`src/sv/pid_controller_clamped_core_assert.svh`:
```
// Assertion macros for the PID controller core.
`ifndef PID_CONTROLLER_CLAMPED_CORE_ASSERT_SVH
`define PID_CONTROLLER_CLAMPED_CORE_ASSERT_SVH
`ifndef SYNTHESIS
`define PCC_ASSERT(lbl, clk, rstn, prop, msg) \
  lbl: assert property (@(posedge clk) disable iff (!(rstn)) (prop)) else $error(msg);
`define PCC_ASSERT_NEVER(lbl, clk, rstn, cond, msg) \
  lbl: assert property (@(posedge clk) disable iff (!(rstn)) !(cond)) else $error(msg);
`else
`define PCC_ASSERT(lbl, clk, rstn, prop, msg)
`define PCC_ASSERT_NEVER(lbl, clk, rstn, cond, msg)
`endif
`endif

```
`src/sv/pcc_pkg.sv`:
```
// Shared constants, register codes and types for the PID controller core.
`timescale 1ns / 1ps
package pcc_pkg;

  localparam int SAMPLE_BITS_DEF = 12;
  localparam int ACC_BITS_DEF    = 32;

  localparam int GAIN_W     = 16;
  localparam int TIME_W     = 16;
  localparam int DRIVE_W    = 16;
  localparam int FRAC_BITS  = 8;
  localparam int CFG_IDX_W  = 3;
  localparam int CFG_DATA_W = 16;

  localparam logic [GAIN_W-1:0]  GAIN_P_RST   = 16'd256;
  localparam logic [GAIN_W-1:0]  GAIN_I_RST   = 16'd0;
  localparam logic [GAIN_W-1:0]  GAIN_D_RST   = 16'd0;
  localparam int                 SETPOINT_RST = 2048;
  localparam logic [DRIVE_W-1:0] OUT_MIN_RST  = 16'h8000;
  localparam logic [DRIVE_W-1:0] OUT_MAX_RST  = 16'h7FFF;

  localparam logic [CFG_IDX_W-1:0] REG_GAIN_P   = 3'd0;
  localparam logic [CFG_IDX_W-1:0] REG_GAIN_I   = 3'd1;
  localparam logic [CFG_IDX_W-1:0] REG_GAIN_D   = 3'd2;
  localparam logic [CFG_IDX_W-1:0] REG_SETPOINT = 3'd3;
  localparam logic [CFG_IDX_W-1:0] REG_OUT_MIN  = 3'd4;
  localparam logic [CFG_IDX_W-1:0] REG_OUT_MAX  = 3'd5;

  typedef struct packed {
    logic load;
    logic step;
  } pcc_ser_ctl_t;

endpackage

```
`src/sv/pcc_ser_mul.sv`:
```
// Bit-serial multiplier: signed multiplicand by unsigned 16-bit multiplier, one bit a cycle while stepping.
`timescale 1ns / 1ps
module pcc_ser_mul import pcc_pkg::*; #(
  parameter int W = SAMPLE_BITS_DEF + 1
) (
  input  logic                     clk,
  input  pcc_ser_ctl_t             ctl,
  input  logic signed [W-1:0]      mcand,
  input  logic [GAIN_W-1:0]        mplier,
  output logic signed [W+GAIN_W:0] prod
);

  logic [W-1:0]      mcand_r;
  logic [W:0]        hi_r;
  logic [GAIN_W-1:0] lo_r;
  logic [W:0]        add_nxt;

  assign add_nxt = hi_r + (lo_r[0] ? {mcand_r[W-1], mcand_r} : {(W+1){1'b0}});
  assign prod    = $signed({hi_r, lo_r});

  always_ff @(posedge clk) begin
    if (ctl.load) begin
      mcand_r <= mcand;
      hi_r    <= '0;
      lo_r    <= mplier;
    end else if (ctl.step) begin
      hi_r <= {add_nxt[W], add_nxt[W:1]};
      lo_r <= {add_nxt[0], lo_r[GAIN_W-1:1]};
    end
  end

endmodule

```
`config.mk`:
```
export PLATFORM = sky130hd
export DESIGN_NAME = pcc_ser_mul
export DESIGN_NICKNAME = d
export VERILOG_FILES = /design/src/sv/pid_controller_clamped_core_assert.svh /design/src/sv/pcc_pkg.sv /design/src/sv/pcc_ser_mul.sv
export SDC_FILE = /design/constraint.sdc
export NUM_CORES = 1
export LEC_CHECK = 0
export BUFFER_PORTS_ARGS = -buffer_cell sky130_fd_sc_hd__buf_4
export CORE_ASPECT_RATIO = 2
export CORE_MARGIN = 2
export CORE_UTILIZATION = 48
export CTS_CLUSTER_SIZE = 20
export DETAILED_ROUTE_END_ITERATION = 10
export PLACE_DENSITY = 0.74
export SYNTH_ARGS = -nofsm -noshare
export SYNTH_HDL_FRONTEND = slang
export SYNTH_SLANG_ARGS = --single-unit
```
`constraint.sdc`:
```
create_clock -name clk -period 2.6 [get_ports clk]
set_input_delay 0.52 -clock clk [delete_from_list [all_inputs] [get_ports clk]]
set_output_delay 0.52 -clock clk [all_outputs]
set_load 0.05 [all_outputs]
```
# Word-level counts from Yosys, hierarchy flattened
# Index checks and enable logic that the tools add are counted.
word_totals:
  register_bits: 42
  out_inout_bits: 30
  elab_cells: 8
  inputBits: 32
classes:
  reduce_logical: 1
  n_mux: 3
  add_sub_neg: 1
ops:
  columns: ["cell", "count"]
  rows:
  - ["16-bit two-way mux", 2]
  - ["14-bit adder", 1]
  - ["14-bit two-way mux", 1]
  - ["2-bit nonzero test", 1]

# Depth between registers and ports, before layout
logic_depth:
  ltp_word: 4
  depth_mapped: 9
  ltp_nobuf: 9

# Worst setup path after synthesis
# OpenSTA, ideal clock, no wires.
synth_timing:
  kind: "flip-flop to flip-flop"
  startpoint: "register lo_r[0]"
  endpoint: "register hi_r[8]"
  arrival_time_ns: 2.342
  synth_period_minus_slack_ns: 2.460
  setup_ns: 0.117
  t_required_ns: 2.483
  stages_incl_launch_ff: 9
  path_slack_ns: 0.140
  cell_sequence: "edfxtp_1 > clkbuf_1 > and2_1 > ha_1 > a21o_1 > a21oi_4 > a21oi_2 > or3_1 > a32o_1"
synth_between:
  elab_chain_cells: 2
synth_lines:
  columns: ["element", "line_no", "source"]
  rows:
  - ["start: declaration", "pcc_ser_mul.sv:15", "logic [GAIN_W-1:0] lo_r;"]
  - ["start signal: assignment", "pcc_ser_mul.sv:25", "lo_r <= mplier;"]
  - ["start signal: assignment", "pcc_ser_mul.sv:28", "lo_r <= {add_nxt[0], lo_r[GAIN_W-1:1]};"]
  - ["14-bit two-way mux", "pcc_ser_mul.sv:18", "assign add_nxt = hi_r + (lo_r[0] ? {mcand_r[W-1], mcand_r} : {(W+1){1'b0}});"]
  - ["14-bit adder", "pcc_ser_mul.sv:18", null]
  - ["end signal: assignment", "pcc_ser_mul.sv:27", "hi_r <= {add_nxt[W], add_nxt[W:1]};"]
  - ["end: declaration", "pcc_ser_mul.sv:14", "logic [W:0] hi_r;"]
# No other way between the ends.
# A chain may end at the register's enable or synchronous reset.

# Worst setup path after layout
layout_timing:
  startpoint: "register lo_r[0]"
  endpoint: "register hi_r[11]"
# Same word-level chain as after synthesis.

==> impl_metrics.env <==
export IMPL_postCtsSetupBuffers=0
export IMPL_numCtsBuffers=5
export IMPL_syn_instance_count=210
export IMPL_max_stage_delay_ns=0.46
export IMPL_track_usage=0.1824
export IMPL_nets=317
export IMPL_p_sw_w=0.0006799
export IMPL_cts_tree="built"
export IMPL_seqPwrFrac=0.440
export IMPL_crit_chain="buf_4 -> and2_1 -> ha_1 -> a21oi_1 -> o21ai_0 -> a221oi_1 -> o211ai_1"
export IMPL_cts_resized=0
export IMPL_fill_cells=415
export IMPL_p_int_w=0.001220
export IMPL_die_x_um=53.36
export IMPL_grt_pass1_vias=1722
export IMPL_worst_skew_pair_late_latency_ns=0.30
export IMPL_final_common_cell="buf_4"
export IMPL_critPathKind="reg -> reg"
export IMPL_synth_edf_count=29
export IMPL_seqCellArea_sq_um=1131
export IMPL_drive_gt1_frac=0.3603
export IMPL_final_max_slew_viol_count=0
export IMPL_worst_setup_path_end_kind="flip-flop"
export IMPL_max_freq_mhz=439.0
export IMPL_min_period_ns=2.278
export IMPL_swShare=0.3579
export IMPL_antenna_found_initial=0
export IMPL_drc=0
export IMPL_first_pass_iters=4
export IMPL_insertedDiodeCount=0
export IMPL_rsz0062_at_grt="false"
export IMPL_power_share_clock=0.235
export IMPL_syn_to_final_growth_pct=24.45
export IMPL_worst_pin_slew_ns=0.5069
export IMPL_grt_ovfl_total=0
export IMPL_cts_root_buf="clkbuf_8"
export IMPL_ant_nets=0
export IMPL_skew_ns=0.007609
export IMPL_drt_wirelength_per_cell_um=14.36
export IMPL_cp_startpoint="lo_r[0]$_DFFE_PP_"
export IMPL_syn_nets=256
export IMPL_grt_pass1_wl_mm=7.521
export IMPL_synth_async_sr_flop_share=0
export IMPL_p_leak_nw=1.226
export IMPL_tns_ns=0
export IMPL_io_pins=62
export IMPL_place_area_sq_um=2814
export IMPL_drt_vias_per_instance=5.532
export IMPL_p_total_w=0.001900
export IMPL_combPwrFrac=0.325
export IMPL_cts_sinks=42
export IMPL_final_cell_mix="63 x buf_4, 29 x edfxtp_1, 16 x mux2_2, 16 x a21oi_1"
export IMPL_multi_input_area_sq_um=1109
export IMPL_synthTopCellsByArea="edfxtp_1 37%, dfxtp_1 11%, mux2_2 7.7%"
export IMPL_synth_seq_cells=42
export IMPL_die_h_um=102.7
export IMPL_vias=1820
export IMPL_crit_required_ns=2.77
export IMPL_synth_ff_type="edfxtp_1"
export IMPL_start_util=0.4898
export IMPL_cap_violations=0
export IMPL_hold_buffers=0
export IMPL_critPathMaxFanout=9
export IMPL_run_status="completed"
export IMPL_ys_warn_count=0
export IMPL_startpoint_type="flip-flop"
export IMPL_post_route_period_util=0.8762
export IMPL_grt_max_degree=46
export IMPL_cp_arrival_ns=2.45
export IMPL_irDropWorstVdd_uv=572.2
export IMPL_holdCritPathClass="in -> reg"
export IMPL_htree_num_levels=2
export IMPL_powerDensity_nw_per_um2=652.8
export IMPL_finalHoldViolCount=0
export IMPL_yosys_area_top_type_share=0.3724
export IMPL_numPortBuffers=61
export IMPL_slew_headroom=0.6621
export IMPL_netlist_area_sq_um=2338
export IMPL_crit_slowest_cell="edfxtp_1"
export IMPL_synth_cell_types=46
export IMPL_finalWeightedCongestion=0.9217
export IMPL_dieArea_sq_um=5480
export IMPL_synth_avg_cell_area_sq_um=11.14
export IMPL_fp_row_count=36
export IMPL_stdcell_area_sq_um=2910
export IMPL_dp_final_hpwl_mm=3.573
export IMPL_clk_path_buf_depth=2
export IMPL_wirelength_mm=4.723
export IMPL_seq_area_frac_synth=0.4837
export IMPL_path_clk_slew_ns=0.09
export IMPL_yosys_area_top_type="edfxtp_1"
export IMPL_drtIter0Drc=66
export IMPL_setup_viol=0
export IMPL_min_from="mcand[2]"
export IMPL_core_area_sq_um=4775
export IMPL_worst_r2r_startpoint="lo_r[0]$_DFFE_PP_"
[power by group through the flow]
stage | Sequential [W] | Clock [W] | Combinational [W]
after detailed placement | 0.000853 | 0 | 0.000617
final | 0.000837 | 0.000446 | 0.000617
after floorplan | 0.00103 | 0 | 0.000278
after CTS | 0.000838 | 0.000463 | 0.000618
after global placement | 0.000851 | 0 | 0.000606
after global routing | 0.000847 | 0.000490 | 0.000665
[registers in the layout, indices dropped and copies added, names as in the netlist]
register and cells:
lo_r 16, mcand_r 13, hi_r 13
[layer usage]
| layer | routed length (um) | vias to the layer above | share of wire | track usage |
|---|---|---|---|---|
| li1 | - | 897 | - | - |
| met1 | 2012 | 857 | 0.43 | 0.2453 |
| met2 | 2407 | 56 | 0.51 | 0.2811 |
| met3 | 226 | 10 | 0.048 | 0.03623 |
| met4 | 76 | 0 | 0.016 | 0.07890 |
| met5 | 0 | - | 0 | 0 |
[kinds of logic (layout without fill, tap and decap cells)]
logic type               after synthesis  in the layout  synth area share
AO/OA/AOI/OAI                         48             48            0.1413
XOR/XNOR                               2              2          0.007492
adder cells (fa/ha/maj)               14             14           0.07812
buffers and inverters                 17             79           0.04227
flip-flops                            42             42            0.4837
multiplexers                          19             19           0.08989
AND/OR/NAND/NOR                       68             68            0.1573
[Yosys cell counts (all sizes together) (2+ instances only)]
| cell type | number |
|---|---|
| nand2b | 3 |
| buf | 6 |
| dfxtp | 13 |
| edfxtp | 29 |
| clkbuf | 2 |
| nor3b | 3 |
| nand3 | 3 |
| a21oi | 19 |
| and3 | 3 |
| a211oi | 2 |
| o21a | 2 |
| and2 | 14 |
| mux2i | 3 |
| nand4 | 4 |
| o311ai | 3 |
| o21ai | 12 |
| or3b | 2 |
| nand2 | 14 |
| a221oi | 2 |
| nor2b | 4 |
| xnor2 | 2 |
| ha | 13 |
| inv | 8 |
| nor3 | 4 |
| o211ai | 2 |
| nor2 | 10 |
| mux2 | 16 |
| a21o | 3 |
[metrics by stage]
| step | std cells | hold slack (ns) | setup WS (ns) | utilization |
|---|---|---|---|---|
| 2_1_floorplan | 210 | 0.6189 | 0.1404 | - |
| 3_3_place_gp | 321 | 0.4824 | 0.4264 | 0.5894 |
| 3_5_place_dp | 321 | 0.5053 | 0.3568 | 0.5894 |
| 4_1_cts | 329 | 0.3757 | 0.3346 | 0.6095 |
| 5_1_grt | 329 | 0.3708 | 0.1798 | 0.6095 |
| 6_report | 329 | 0.3879 | 0.3219 | 0.6095 |
[path summary, 6_finish.rpt]
| check | endpoint | slack (ns) | cells after the start |
|---|---|---|---|
| setup / recovery | hi_r[11]$_SDFFE_PP0P_ | 0.32 | 7 |
| hold / removal | mcand_r[2]$_DFFE_PP_ | 0.39 | 1 |
| hold reg to reg | hi_r[0]$_SDFFE_PP0P_ | 0.52 | 2 |
| setup reg to reg | hi_r[11]$_SDFFE_PP0P_ | 0.32 | 7 |
[final cells by class]
class                      count  area share
tap                           57     0.02451
sequential                    42      0.3886
clock inverter                 3    0.009458
timing repair buffer          63      0.1625
clock buffer                   5     0.02365
multi-input combinational    151      0.3809
inverter                       8     0.01032
[critical path: cells and delay by family (launching register included)]
| family | cells | cell delay, ns |
|---|---|---|
| AO/OA/AOI/OAI | 4 | 1.01 |
| flip-flops | 1 | 0.46 |
| adder cells (fa/ha/maj) | 1 | 0.36 |
| buffers and inverters | 1 | 0.19 |
| AND/OR/NAND/NOR | 1 | 0.13 |
No activity file was read; power rests on OpenSTA's default activity.
